`src/design/assert_macros.svh`:
```
// Concurrent assertion helpers, sampled on i_clk and idle during reset.
`ifndef ASSERT_MACROS_SVH
`define ASSERT_MACROS_SVH

// Same-cycle implication.
`define ASSERT_IMPL(label, ante, cons) \
    label: assert property (@(posedge i_clk) disable iff (!i_rst_n) (ante) |-> (cons)) \
        else $error("assertion failed");

// Next-cycle implication.
`define ASSERT_NEXT(label, ante, cons) \
    label: assert property (@(posedge i_clk) disable iff (!i_rst_n) (ante) |=> (cons)) \
        else $error("assertion failed");

`endif

```
`src/design/gqsb_pkg.sv`:
```
`timescale 1ns / 1ps
package gqsb_pkg;

    localparam int COORD_FRAC_BITS_DEF  = 8;
    localparam int UV_FRAC_BITS_DEF     = 16;
    localparam int ATLAS_COORD_BITS_DEF = 12;

    localparam logic [1:0] FN_FRAME = 2'd0;
    localparam logic [1:0] FN_RUN   = 2'd1;
    localparam logic [1:0] FN_GLYPH = 2'd2;

    localparam logic CFG_PAGE_W = 1'b0;
    localparam logic CFG_PAGE_H = 1'b1;

    localparam logic [12:0] PAGE_RESET = 13'd1024;

    typedef struct packed {
        logic [1:0]         func;
        logic signed [23:0] pos_x;
        logic signed [23:0] pos_y;
        logic signed [15:0] run_scale;
        logic [31:0]        run_color;
        logic signed [15:0] bearing_x;
        logic signed [15:0] bearing_y;
        logic [11:0]        glyph_w;
        logic [11:0]        glyph_h;
        logic               hit;
        logic [7:0]         atlas_page;
        logic [47:0]        atlas_rect;
    } t_in;

    typedef struct packed {
        logic signed [31:0] quad_x0;
        logic signed [31:0] quad_y0;
        logic signed [31:0] quad_x1;
        logic signed [31:0] quad_y1;
        logic [16:0]        tex_u0;
        logic [16:0]        tex_v0;
        logic [16:0]        tex_u1;
        logic [16:0]        tex_v1;
        logic [7:0]         out_page;
        logic [31:0]        out_color;
        logic               new_batch;
        logic [15:0]        batch_index;
    } t_out;

    typedef struct packed {
        logic signed [23:0] origin_x;
        logic signed [23:0] origin_y;
        logic [14:0]        scale;
        logic [31:0]        color;
        logic               new_batch;
        logic [15:0]        batch_index;
        logic signed [23:0] pos_x;
        logic signed [23:0] pos_y;
        logic signed [15:0] bearing_x;
        logic signed [15:0] bearing_y;
        logic [11:0]        glyph_w;
        logic [11:0]        glyph_h;
        logic [7:0]         page;
        logic [47:0]        rect;
    } t_job;

    typedef struct packed {
        logic full;
        logic empty;
    } t_fifo_st;

    typedef enum logic [2:0] {
        ST_IDLE,
        ST_MUL,
        ST_CORN,
        ST_DLOAD,
        ST_DIV,
        ST_OUT
    } t_be_state;

endpackage

```
`src/design/gqsb_front.sv`:
```
`timescale 1ns / 1ps
module gqsb_front (
    input  logic             i_clk,
    input  logic             i_rst_n,
    input  logic             i_valid,
    input  gqsb_pkg::t_in    i_data,
    output logic             o_stall,
    input  gqsb_pkg::t_fifo_st i_fst,
    output logic             o_push,
    output gqsb_pkg::t_job   o_job
);
    import gqsb_pkg::*;

    logic signed [23:0] r_ox, r_oy;
    logic [14:0]        r_scale;
    logic [31:0]        r_color;
    logic [7:0]         r_last;
    logic               r_have;
    logic [15:0]        r_cnt;
    logic               w_acc, w_nb;
    logic [15:0]        w_idx;

    assign o_stall = i_fst.full;
    assign w_acc   = i_valid && !i_fst.full;
    assign w_nb    = !r_have || (r_last != i_data.atlas_page);
    assign w_idx   = (r_have && w_nb) ? r_cnt + 16'd1 : r_cnt;
    assign o_push  = w_acc && (i_data.func == FN_GLYPH) && i_data.hit;

    always_comb begin
        o_job.origin_x    = r_ox;
        o_job.origin_y    = r_oy;
        o_job.scale       = r_scale;
        o_job.color       = r_color;
        o_job.new_batch   = w_nb;
        o_job.batch_index = w_idx;
        o_job.pos_x       = i_data.pos_x;
        o_job.pos_y       = i_data.pos_y;
        o_job.bearing_x   = i_data.bearing_x;
        o_job.bearing_y   = i_data.bearing_y;
        o_job.glyph_w     = i_data.glyph_w;
        o_job.glyph_h     = i_data.glyph_h;
        o_job.page        = i_data.atlas_page;
        o_job.rect        = i_data.atlas_rect;
    end

    always_ff @(posedge i_clk) begin
        if (!i_rst_n) begin
            r_ox    <= '0;
            r_oy    <= '0;
            r_scale <= '0;
            r_color <= '0;
            r_last  <= '0;
            r_have  <= 1'b0;
            r_cnt   <= '0;
        end else if (w_acc) begin
            case (i_data.func)
                FN_FRAME: begin
                    r_have <= 1'b0;
                    r_cnt  <= '0;
                end
                FN_RUN: begin
                    r_ox    <= i_data.pos_x;
                    r_oy    <= i_data.pos_y;
                    r_scale <= i_data.run_scale[15] ? 15'd0 : i_data.run_scale[14:0];
                    r_color <= i_data.run_color;
                end
                FN_GLYPH: begin
                    if (i_data.hit) begin
                        r_have <= 1'b1;
                        r_last <= i_data.atlas_page;
                        r_cnt  <= w_idx;
                    end
                end
                default: ;
            endcase
        end
    end
endmodule

```
`src/design/gqsb_fifo.sv`:
```
`timescale 1ns / 1ps
module gqsb_fifo (
    input  logic               i_clk,
    input  logic               i_rst_n,
    input  logic               i_push,
    input  gqsb_pkg::t_job     i_job,
    input  logic               i_pop,
    output gqsb_pkg::t_job     o_job,
    output gqsb_pkg::t_fifo_st o_st
);
    import gqsb_pkg::*;

    t_job       r_mem [2];
    logic       r_wp, r_rp;
    logic [1:0] r_cnt;

    assign o_st.full  = (r_cnt == 2'd2);
    assign o_st.empty = (r_cnt == 2'd0);
    assign o_job      = r_mem[r_rp];

    always_ff @(posedge i_clk) begin
        if (i_push) r_mem[r_wp] <= i_job;
    end

    always_ff @(posedge i_clk) begin
        if (!i_rst_n) begin
            r_wp  <= 1'b0;
            r_rp  <= 1'b0;
            r_cnt <= '0;
        end else begin
            if (i_push) r_wp <= ~r_wp;
            if (i_pop) r_rp <= ~r_rp;
            r_cnt <= r_cnt + {1'b0, i_push} - {1'b0, i_pop};
        end
    end
endmodule

```
`src/design/gqsb_back.sv`:
```
`timescale 1ns / 1ps
module gqsb_back #(
    parameter int COORD_FRAC_BITS  = gqsb_pkg::COORD_FRAC_BITS_DEF,
    parameter int UV_FRAC_BITS     = gqsb_pkg::UV_FRAC_BITS_DEF,
    parameter int ATLAS_COORD_BITS = gqsb_pkg::ATLAS_COORD_BITS_DEF
) (
    input  logic               i_clk,
    input  logic               i_rst_n,
    input  gqsb_pkg::t_job     i_job,
    input  gqsb_pkg::t_fifo_st i_fst,
    output logic               o_pop,
    input  logic [12:0]        i_page_w,
    input  logic [12:0]        i_page_h,
    output logic               o_valid,
    output gqsb_pkg::t_out     o_data,
    input  logic               i_stall
);
    import gqsb_pkg::*;

    localparam int CF   = COORD_FRAC_BITS;
    localparam int UV   = UV_FRAC_BITS;
    localparam int AB   = ATLAS_COORD_BITS;
    localparam int DXW  = (CF + 18 > 26) ? CF + 18 : 26;
    localparam int PW   = DXW + 17;
    localparam int SW   = PW - 5;
    localparam int TW   = AB + 2;
    localparam int NUMW = AB + 3 + UV;
    localparam int BCW  = $clog2(NUMW);
    localparam logic signed [SW-1:0] MAXV = (SW'(1) <<< 31) - SW'(1);
    localparam logic signed [SW-1:0] MINV = -(SW'(1) <<< 31);

    t_be_state r_st, n_st;

    logic signed [PW-1:0]  r_prod [4];
    logic signed [SW-1:0]  r_q [4];
    logic [16:0]           r_tex [4];
    logic                  r_nat;
    logic [1:0]            r_mcnt, r_dcnt;
    logic [NUMW-1:0]       r_num, r_qt;
    logic [14:0]           r_rem, r_den;
    logic [BCW-1:0]        r_bcnt;
    logic                  r_ov;
    t_out                  r_out;

    logic [63:0]           w_rect;
    logic [AB-1:0]         w_cx, w_cy, w_cw, w_ch;
    logic signed [DXW-1:0] w_dx, w_dy, w_gw, w_gh, w_ma;
    logic signed [PW-1:0]  w_prod;
    logic                  w_nat, w_load, w_ddone;
    logic signed [SW-1:0]  w_t [4];
    logic signed [SW-1:0]  w_x0, w_y0, w_x1, w_y1;
    logic signed [SW-1:0]  w_c [4];
    logic [TW-1:0]         w_tt;
    logic                  w_iu, w_iv;
    logic [12:0]           w_sz;
    logic [15:0]           w_remn;
    logic                  w_qb;
    logic [NUMW-1:0]       w_qn;
    logic [16:0]           w_qs;

    function automatic logic signed [SW-1:0] snap(input logic signed [SW-1:0] v);
        logic [SW-1:0] mag;
        mag = v[SW-1] ? SW'(-v) : SW'(v);
        mag = ((mag + (SW'(1) << (CF - 1))) >> CF) << CF;
        return v[SW-1] ? -$signed(mag) : $signed(mag);
    endfunction

    function automatic logic signed [SW-1:0] sat(input logic signed [SW-1:0] v);
        if (v > MAXV) return MAXV;
        if (v < MINV) return MINV;
        return v;
    endfunction

    assign w_rect = {16'd0, i_job.rect};
    assign w_cx   = w_rect[3*AB +: AB];
    assign w_cy   = w_rect[2*AB +: AB];
    assign w_cw   = w_rect[AB +: AB];
    assign w_ch   = w_rect[0 +: AB];

    assign w_dx = DXW'(i_job.pos_x) + (DXW'(i_job.bearing_x) <<< CF) - DXW'(i_job.origin_x);
    assign w_dy = DXW'(i_job.pos_y) - (DXW'(i_job.bearing_y) <<< CF) - DXW'(i_job.origin_y);
    assign w_gw = DXW'($signed({1'b0, i_job.glyph_w})) <<< CF;
    assign w_gh = DXW'($signed({1'b0, i_job.glyph_h})) <<< CF;

    always_comb begin
        case (r_mcnt)
            2'd0:    w_ma = w_dx;
            2'd1:    w_ma = w_dy;
            2'd2:    w_ma = w_gw;
            default: w_ma = w_gh;
        endcase
    end
    assign w_prod = PW'(w_ma) * PW'($signed({2'b00, i_job.scale}));

    assign w_nat = (i_job.scale == 15'd256) && (16'(i_job.glyph_w) == 16'(w_cw))
                   && (16'(i_job.glyph_h) == 16'(w_ch));

    always_comb begin
        for (int k = 0; k < 4; k++) begin
            w_t[k] = SW'((r_prod[k] + PW'(128)) >>> 8);
        end
        w_x0 = SW'(i_job.origin_x) + w_t[0];
        w_y0 = SW'(i_job.origin_y) + w_t[1];
        w_x1 = w_x0 + w_t[2];
        w_y1 = w_y0 + w_t[3];
        if (w_nat) begin
            w_x0 = snap(w_x0);
            w_y0 = snap(w_y0);
            w_x1 = w_x0 + (SW'($signed({1'b0, w_cw})) <<< CF);
            w_y1 = w_y0 + (SW'($signed({1'b0, w_ch})) <<< CF);
        end
        w_c[0] = sat(w_x0);
        w_c[1] = sat(w_y0);
        w_c[2] = sat(w_x1);
        w_c[3] = sat(w_y1);
    end

    assign w_iu = r_nat && (w_cw > AB'(1));
    assign w_iv = r_nat && (w_ch > AB'(1));

    always_comb begin
        case (r_dcnt)
            2'd0:    w_tt = TW'({w_cx, 1'b0}) + TW'(w_iu);
            2'd1:    w_tt = TW'({w_cy, 1'b0}) + TW'(w_iv);
            2'd2:    w_tt = ((TW'(w_cx) + TW'(w_cw)) << 1) - TW'(w_iu);
            default: w_tt = ((TW'(w_cy) + TW'(w_ch)) << 1) - TW'(w_iv);
        endcase
        w_sz = r_dcnt[0] ? i_page_h : i_page_w;
        if (w_sz == 13'd0) w_sz = 13'd1;
    end

    assign w_remn  = {r_rem, r_num[NUMW-1]};
    assign w_qb    = (w_remn >= {1'b0, r_den});
    assign w_qn    = {r_qt[NUMW-2:0], w_qb};
    assign w_qs    = (w_qn > (NUMW'(1) << UV)) ? 17'(NUMW'(1) << UV) : 17'(w_qn);
    assign w_ddone = (r_bcnt == BCW'(NUMW - 1));

    always_comb begin
        n_st = r_st;
        unique case (r_st)
            ST_IDLE:  if (!i_fst.empty) n_st = ST_MUL;
            ST_MUL:   if (r_mcnt == 2'd3) n_st = ST_CORN;
            ST_CORN:  n_st = ST_DLOAD;
            ST_DLOAD: n_st = ST_DIV;
            ST_DIV:   if (w_ddone) n_st = (r_dcnt == 2'd3) ? ST_OUT : ST_DLOAD;
            ST_OUT:   if (!r_ov || !i_stall) n_st = ST_IDLE;
            default:  n_st = ST_IDLE;
        endcase
    end

    always_comb begin
        w_load = 1'b0;
        unique case (r_st)
            ST_OUT:  w_load = !r_ov || !i_stall;
            default: w_load = 1'b0;
        endcase
    end
    assign o_pop = w_load;

    always_ff @(posedge i_clk) begin
        if (!i_rst_n) begin
            r_st   <= ST_IDLE;
            r_ov   <= 1'b0;
            r_mcnt <= '0;
            r_dcnt <= '0;
            r_bcnt <= '0;
        end else begin
            r_st <= n_st;
            if (w_load) r_ov <= 1'b1;
            else if (!i_stall) r_ov <= 1'b0;
            case (r_st)
                ST_IDLE:  r_mcnt <= '0;
                ST_MUL:   r_mcnt <= r_mcnt + 2'd1;
                ST_CORN:  r_dcnt <= '0;
                ST_DLOAD: r_bcnt <= '0;
                ST_DIV: begin
                    r_bcnt <= r_bcnt + BCW'(1);
                    if (w_ddone) r_dcnt <= r_dcnt + 2'd1;
                end
                default: ;
            endcase
        end
    end

    always_ff @(posedge i_clk) begin
        case (r_st)
            ST_MUL: r_prod[r_mcnt] <= w_prod;
            ST_CORN: begin
                for (int k = 0; k < 4; k++) r_q[k] <= w_c[k];
                r_nat <= w_nat;
            end
            ST_DLOAD: begin
                r_num <= (NUMW'(w_tt) << UV) + NUMW'(w_sz);
                r_den <= {1'b0, w_sz, 1'b0};
                r_rem <= '0;
                r_qt  <= '0;
            end
            ST_DIV: begin
                r_num <= r_num << 1;
                r_rem <= w_qb ? 15'(w_remn - {1'b0, r_den}) : w_remn[14:0];
                r_qt  <= w_qn;
                if (w_ddone) r_tex[r_dcnt] <= w_qs;
            end
            default: ;
        endcase
        if (w_load) begin
            r_out.quad_x0     <= r_q[0][31:0];
            r_out.quad_y0     <= r_q[1][31:0];
            r_out.quad_x1     <= r_q[2][31:0];
            r_out.quad_y1     <= r_q[3][31:0];
            if (w_cw != '0 && w_ch != '0) begin
                r_out.tex_u0 <= r_tex[0];
                r_out.tex_v0 <= r_tex[1];
                r_out.tex_u1 <= r_tex[2];
                r_out.tex_v1 <= r_tex[3];
            end else begin
                r_out.tex_u0 <= '0;
                r_out.tex_v0 <= '0;
                r_out.tex_u1 <= '0;
                r_out.tex_v1 <= '0;
            end
            r_out.out_page    <= i_job.page;
            r_out.out_color   <= i_job.color;
            r_out.new_batch   <= i_job.new_batch;
            r_out.batch_index <= i_job.batch_index;
        end
    end

    assign o_valid = r_ov;
    assign o_data  = r_out;
endmodule

```
`src/design/glyph_quad_setup_batcher.sv`:
```
`timescale 1ns / 1ps
// Glyph quad setup with page batching. Frame and run items are absorbed by the
// front end; a hit glyph is queued (two deep) and then passes through the back
// end: four passes through one shared scale multiplier, a corner step, and four
// bit-serial texture divisions of NUM-bit numerators by twice the page size,
// NUM = ATLAS_COORD_BITS + UV_FRAC_BITS + 3. The result sits in an output
// register so the next glyph proceeds while it waits. The user must write the
// page size registers only while the block is idle, which it does not enforce.
module glyph_quad_setup_batcher #(
    parameter int COORD_FRAC_BITS  = gqsb_pkg::COORD_FRAC_BITS_DEF,
    parameter int UV_FRAC_BITS     = gqsb_pkg::UV_FRAC_BITS_DEF,
    parameter int ATLAS_COORD_BITS = gqsb_pkg::ATLAS_COORD_BITS_DEF
) (
    input  logic           i_clk,
    input  logic           i_rst_n,
    input  logic           i_valid,
    input  gqsb_pkg::t_in  i_data,
    output logic           o_stall,
    output logic           o_valid,
    output gqsb_pkg::t_out o_data,
    input  logic           i_stall,
    input  logic           i_cfg_we,
    input  logic           i_cfg_idx,
    input  logic [12:0]    i_cfg_data
);
    import gqsb_pkg::*;
    `include "assert_macros.svh"

    logic [12:0] r_page_w, r_page_h;
    logic        w_push, w_pop;
    t_job        w_jin, w_jout;
    t_fifo_st    w_fst;

    always_ff @(posedge i_clk) begin
        if (!i_rst_n) begin
            r_page_w <= PAGE_RESET;
            r_page_h <= PAGE_RESET;
        end else if (i_cfg_we) begin
            unique case (i_cfg_idx)
                CFG_PAGE_W: r_page_w <= i_cfg_data;
                CFG_PAGE_H: r_page_h <= i_cfg_data;
                default: ;
            endcase
        end
    end

    gqsb_front u_front (
        .i_clk   (i_clk),
        .i_rst_n (i_rst_n),
        .i_valid (i_valid),
        .i_data  (i_data),
        .o_stall (o_stall),
        .i_fst   (w_fst),
        .o_push  (w_push),
        .o_job   (w_jin)
    );

    gqsb_fifo u_fifo (
        .i_clk   (i_clk),
        .i_rst_n (i_rst_n),
        .i_push  (w_push),
        .i_job   (w_jin),
        .i_pop   (w_pop),
        .o_job   (w_jout),
        .o_st    (w_fst)
    );

    gqsb_back #(
        .COORD_FRAC_BITS  (COORD_FRAC_BITS),
        .UV_FRAC_BITS     (UV_FRAC_BITS),
        .ATLAS_COORD_BITS (ATLAS_COORD_BITS)
    ) u_back (
        .i_clk    (i_clk),
        .i_rst_n  (i_rst_n),
        .i_job    (w_jout),
        .i_fst    (w_fst),
        .o_pop    (w_pop),
        .i_page_w (r_page_w),
        .i_page_h (r_page_h),
        .o_valid  (o_valid),
        .o_data   (o_data),
        .i_stall  (i_stall)
    );

    `ASSERT_IMPL(a_pop_nonempty, w_pop, !w_fst.empty)
    `ASSERT_IMPL(a_push_room, w_push, !w_fst.full)
    `ASSERT_NEXT(a_push_lands, w_push && !w_pop, !w_fst.empty)
    `ASSERT_NEXT(a_pop_loads, w_pop, o_valid)
endmodule

```
`config.mk`:
```
export PLATFORM = sky130hd
export DESIGN_NAME = glyph_quad_setup_batcher
export DESIGN_NICKNAME = d
export VERILOG_FILES = /design/src/design/gqsb_pkg.sv /design/src/design/gqsb_front.sv /design/src/design/gqsb_fifo.sv /design/src/design/gqsb_back.sv /design/src/design/glyph_quad_setup_batcher.sv
export VERILOG_INCLUDE_DIRS = /design/src /design/src/design
export SDC_FILE = /design/constraint.sdc
export NUM_CORES = 2
export LEC_CHECK = 0
export BUFFER_PORTS_ARGS = -buffer_cell sky130_fd_sc_hd__clkbuf_2
export CAP_MARGIN = 20
export CORE_ASPECT_RATIO = 1.75
export CORE_MARGIN = 10
export CORE_UTILIZATION = 40
export CTS_CLUSTER_SIZE = 14
export DETAILED_ROUTE_END_ITERATION = 10
export PLACE_DENSITY = 0.63
export SLEW_MARGIN = 10
export SYNTH_ARGS = -nofsm -noshare
export SYNTH_HDL_FRONTEND = slang
export SYNTH_SLANG_ARGS = --single-unit
```
`constraint.sdc`:
```
create_clock -name i_clk -period 46.5 [get_ports i_clk]
set_input_delay 6.975 -clock i_clk [delete_from_list [all_inputs] [get_ports i_clk]]
set_output_delay 6.975 -clock i_clk [all_outputs]
set_load 0.05 [all_outputs]
```
# [After elaboration in Yosys (flattened, before gate mapping)]
# Memory sizes are Yosys's and may differ from the RTL's. A register that Yosys moved wholly into a read port is not among the register bits.
# Index checks and enable logic that the tools add are counted.
[classes] n_addsub=34 n_mul=1 n_lt_le_gt_ge=12 n_eq_ne=25 n_mux=75 n_bitwise=3 reduce_logical=38
[ops] cell="$mux W38" count=24
[ops] cell="$add A43 B9 Y43 const B" count=4
[ops] cell="$gt A38 B32 Y1 const B" count=4
[ops] cell="$lt A38 B32 Y1 const B" count=4
[ops] cell="$pmux W26 S3" count=1
[ops] cell="$add A38 B21 Y38" count=2
[ops] cell="$add A38 B8 Y38 const B" count=2
[ops] cell="$neg A36 Y38" count=2
[ops] cell="$neg A38 Y38" count=2
[ops] cell="$add A36 B35 Y37" count=2
[ops] cell="$add A24 B35 Y36" count=2
[ops] cell="$pmux W31 S2" count=1
[ops] cell="$pmux W30 S2" count=1
[ops] cell="$sub A25 B24 Y26" count=2
[ops] cell="$mul A26 B16 Y42" count=1
[ops] cell="$pmux W14 S3" count=1
[ops] cell="$mux W16" count=2
[ops] cell="$pmux W16 S2" count=1
[ops] cell="$add A30 B13 Y31" count=1
[ops] cell="$gt A31 B17 Y1 const B" count=1
[ops] cell="$mux W15" count=2
[ops] cell="$pmux W15 S2" count=1
[ops] cell="$add A13 B1 Y14" count=2
[ops] cell="$sub A14 B1 Y14" count=2
[ops] cell="other kinds (43)" count=121
[word_totals] reg_bits=310 ramBits=936 input_bits=230 output_inout_bits=255 wordCells=218 mem_count=4
[mem_list] memory="u_fifo.r_mem" depth=2 width=272 read_ports=1 rd_clocked_by_memory_dff=1 wr=1 line="gqsb_fifo.sv:13" source="t_job r_mem [2];"
[mem_list] memory="u_back.r_prod" depth=4 width=43 read_ports=4 rd_clocked_by_memory_dff=0 wr=1 line="gqsb_back.sv:34" source="logic signed [PW-1:0] r_prod [4];"
[mem_list] memory="u_back.r_q" depth=4 width=38 read_ports=4 rd_clocked_by_memory_dff=4 wr=4 line="gqsb_back.sv:35" source="logic signed [SW-1:0] r_q [4];"
[mem_list] memory="u_back.r_tex" depth=4 width=17 read_ports=4 rd_clocked_by_memory_dff=4 wr=1 line="gqsb_back.sv:36" source="logic [16:0] r_tex [4];"

# [Logic depth before layout (Yosys ltp)]
# An unclocked memory read counts as a cell.
[logic_depth] depth_word=15 ltp_mapped=60 ltp_nobuf=52

# [By module]
# Synthesis repeated with hierarchy kept, for this count alone.
[unflattened] cells_unflattened=8307 hier_area_um2=90421.7
[modules_own_cells] mod="gqsb_back" n_inst=1 cells_per_inst=6565 area_each_um2=63196.9 seq_area_each_um2=20649.8
[modules_own_cells] mod="gqsb_fifo" n_inst=1 cells_per_inst=867 area_each_um2=20158.1 seq_area_each_um2=16435.8
[modules_own_cells] mod="gqsb_front" n_inst=1 cells_per_inst=773 area_each_um2=6055.8 seq_area_each_um2=2402.3
[modules_own_cells] mod="glyph_quad_setup_batcher" n_inst=1 cells_per_inst=102 area_each_um2=1011.0 seq_area_each_um2=520.5

# [Least setup slack after synthesis]
# OpenSTA, ideal clock, no wires.
[synth_path] kind="in2reg" from="input port i_stall" to="register u_fifo.r_cnt[1]" setup_ps=115 t_arrival_ps=21520 required_ps=46385 setup_slack_ps=24865 cell_stages=7 path_buffers=0 cell_sequence="a21oi_1 -> ha_1 -> inv_1 -> ha_1 -> xnor2_1 -> xnor2_1 -> and2_1"
[synth_via] elab_chain_cells=4
[synth_lines] item="start, declared" line="glyph_quad_setup_batcher.sv:21" source="input logic i_stall,"
[synth_lines] item="$logic_not A1 Y1" line="gqsb_back.sv:154" source="ST_OUT: w_load = !r_ov || !i_stall;"
[synth_lines] item="$logic_or A1 B1 Y1" line="gqsb_back.sv:154"
[synth_lines] item="$mux W1" line="gqsb_back.sv:153" source="unique case (r_st)"
[synth_lines] item="$sub A2 B1 Y2" line="gqsb_fifo.sv:33" source="r_cnt <= r_cnt + {1'b0, i_push} - {1'b0, i_pop};"
[synth_lines] item="end signal, assigned" line="gqsb_fifo.sv:33"
[synth_lines] item="end, declared" line="gqsb_fifo.sv:15" source="logic [1:0] r_cnt;"
# No other way between the ends.
# A chain may end at the register's enable or synchronous reset.

==> impl_metrics.env <==
export IMPL_numCtsBuffers=142
export IMPL_fin_crit_sh=0.293
export IMPL_rsz0062_at_grt="false"
export IMPL_die_w_um=373
export IMPL_clk_path_buf_depth=4
export IMPL_setup_worst_path_end_class="flip-flop"
export IMPL_grt_max_degree=144
export IMPL_dpl_worst_slack_ps=32840
export IMPL_synth_area_mm2=0.0870
export IMPL_wl_per_cell_um=24.1
export IMPL_synth_nets=8951
export IMPL_post_dp_hpwl_um=213000
export IMPL_synthFlopType="edfxtp_1"
export IMPL_multiInputGateArea_mm2=0.0434
export IMPL_ys_seq_area_frac=0.460
export IMPL_grt_pass1_vias=64675
export IMPL_period_needed_ps=13630
export IMPL_core_region_area_mm2=0.217
export IMPL_ant_nets=0
export IMPL_setup_viol=0
export IMPL_highest_layer="met5"
export IMPL_gp_congestion=0.972
export IMPL_areaGrowthSynthToFinish_pct=12.0
export IMPL_fin_worst_skew_ps=63.0
export IMPL_cts_hold_buf=0
export IMPL_antenna_found_initial=33
export IMPL_die_h_um=637
export IMPL_crit_fanout=56
export IMPL_outcome="complete, no violations"
export IMPL_seq_area_mm2=0.0400
export IMPL_die_area_mm2=0.237
export IMPL_crit_top_cell="a21oi_1"
export IMPL_grt_total_usage=0.223
export IMPL_gr_total_overflow=0
export IMPL_cts_tree="yes"
export IMPL_via_per_inst=5.49
export IMPL_ios=485
export IMPL_post_cts_repair_setup_buffers=0
export IMPL_grt_pass1_wl_um=408000
export IMPL_cap_violations=0
export IMPL_clockRootBuffer="clkbuf_16"
export IMPL_cp_start_kind="flip-flop"
export IMPL_drt_wl_total_um=273000
export IMPL_finalHoldViolCount=0
export IMPL_fillers=20407
export IMPL_cts_sinks=1387
export IMPL_initial_core_util=0.402
export IMPL_cp_slowest_cell="dfxtp_4"
export IMPL_hp_class="flip-flop to flip-flop"
export IMPL_netlist_instances=7916
export IMPL_avgSynthCellArea_um2=11.0
export IMPL_synth_cell_types=121
export IMPL_cp_required_ps=47060
export IMPL_slew_headroom=0.163
export IMPL_max_stage_delay_ps=800
export IMPL_drtPass1Iterations=8
export IMPL_max_freq_ghz=0.0734
export IMPL_clk_pin_slew_worst_paths_ps=60
export IMPL_nNetsFinal=9427
export IMPL_worst_pin_slew_ps=1250
export IMPL_criticalPathCategory="flip-flop to flip-flop"
export IMPL_synth_warnings=0
export IMPL_finalSetupTns_ps=0
export IMPL_htreeDepth=4
export IMPL_slew_viol_final=0
export IMPL_drt_met1_wl_um=105000
export IMPL_place_area_mm2=0.0931
export IMPL_synth_edf_count=1223
export IMPL_setup_ws_ps=32870
export IMPL_worst_ep_arrival_time_ps=14180
export IMPL_drtIter0Drc=4072
export IMPL_insertion_delay_ps=820
export IMPL_ctsResizeCount=0
export IMPL_rows=226
export IMPL_finalInstanceArea_mm2=0.0975
export IMPL_port_buffers=484
export IMPL_async_flop_share=0
export IMPL_drive_above_1_share=0.136
export IMPL_route_met3_wl_um=17200
export IMPL_route_met2_wl_um=131000
export IMPL_vias=62341
export IMPL_drc_errors=0
export IMPL_synth_seq_cells=1387
==> synthesized netlist by cell type (all sizes together) (21+ instances only) <==
master  instances  area share
xnor2         400       0.041
o21a           52      0.0045
and4           25      0.0025
a21oi         402       0.023
or3            36      0.0026
mux2          188       0.024
a21boi        152       0.013
or4            21      0.0019
edfxtp       1223        0.42
o211ai         30      0.0026
and2          167       0.012
a21o          102      0.0088
clkbuf        226      0.0097
mux2i         156       0.018
nor4           45      0.0044
a221oi         21      0.0021
nand4          90      0.0066
or2            40      0.0029
fa            418       0.096
o21ai         310       0.018
xor2          175       0.018
nand2b         57      0.0041
a211oi         33      0.0031
o31ai          28      0.0027
nand2         821       0.035
nor3          143      0.0086
and3           83      0.0060
a22oi          22      0.0020
o21bai         45      0.0039
nor2          435       0.019
dfxtp         164       0.038
nor2b         131      0.0095
nand3b         39      0.0034
ha            387       0.056
a31oi          47      0.0034
nand3         158      0.0091
buf            62      0.0032
inv           712       0.031
==> metrics by stage <==
| step | std cells | hold slack (ps) | util |
|---|---|---|---|
| finish | 11356 | 409 | 0.450 |
| global route | 11347 | 417 | 0.450 |
| CTS | 11335 | 404 | 0.450 |
| detailed placement | 11091 | 405 | 0.430 |
| global placement | 11086 | 406 | 0.430 |
| floorplan | 7916 | 400 | - |
==> sequential cells by signal, indices dropped and copies added, names as in the netlist, 5 cells and up, named ones only <==
signal           cells
u_fifo.r_mem       544
u_back.o_data      157
u_back.r_prod      140
u_back.r_q         128
o_data              96
u_back.r_tex        68
u_front.r_color     32
u_back.r_num        31
u_back.r_qt         30
u_front.r_ox        24
u_front.r_oy        24
u_front.r_cnt       16
u_back.r_rem        15
u_front.r_scale     15
r_page_h            13
r_page_w            13
u_back.r_den        13
u_front.r_last       8
u_back.r_bcnt        5
==> path summary, 6_finish.rpt <==
kind / cells past startpoint / slack (ps) / from / to
worst max-delay path: 48 / 32870 / flip-flop / u_back.r_prod[2][41]
worst min-delay path: 0 / 410 / u_front.r_oy[1] / u_fifo.r_mem[1][225]
worst max register to register: 48 / 32870 / flip-flop / u_back.r_prod[2][41]
worst min register to register: 0 / 410 / u_front.r_oy[1] / u_fifo.r_mem[1][225]
==> kinds of logic (layout without fill, tap and decap cells) <==
family | Yosys count | in the layout | share of synthesized area
AND/OR/NAND/NOR | 2338 | 2338 | 0.133
other | 0 | 14 | 0
multiplexers | 344 | 344 | 0.0423
buffers and inverters | 1006 | 1582 | 0.0439
AO/OA/AOI/OAI | 1459 | 1459 | 0.111
XOR/XNOR | 576 | 576 | 0.0587
adder cells (fa/ha/maj) | 806 | 806 | 0.152
flip-flops | 1387 | 1387 | 0.460
==> cells in the final DEF (no fill, tap or decap), drive strengths merged, types with 152 or more instances in the layout <==
cell / count
edfxtp: 1223
nand2: 821
inv: 719
clkbuf: 683
nor2: 435
fa: 418
a21oi: 402
xnor2: 400
ha: 387
o21ai: 310
mux2: 188
xor2: 175
and2: 167
dfxtp: 164
nand3: 158
mux2i: 156
a21boi: 152
==> area by class of cell <==
type	instances	area share
antenna	14	0.000359
tap	2850	0.0366
multi-input combinational	5523	0.445
clock buffer	198	0.0395
timing repair buffer	620	0.0357
clock inverter	46	0.00470
sequential	1387	0.410
inverter	718	0.0277
==> critical path: cells and delay by family, from the launching register on <==
kind	cells	cell delay [ps]
buffers and inverters	6	1020
XOR/XNOR	2	360
AND/OR/NAND/NOR	5	570
adder cells (fa/ha/maj)	9	4030
flip-flops	1	800
AO/OA/AOI/OAI	25	6150
multiplexers	1	440
==> routing by layer <==
metal | global-route usage | up-vias
met2 | 0.375 | 2131
met3 | 0.0474 | 698
met5 | 0 | -
li1 | - | 28900
met4 | 0.143 | 42
met1 | 0.257 | 30570
Power is left out: the tool's default activity adds up to more than one toggle a clock period on the data nets, which glitch-free logic cannot reach.
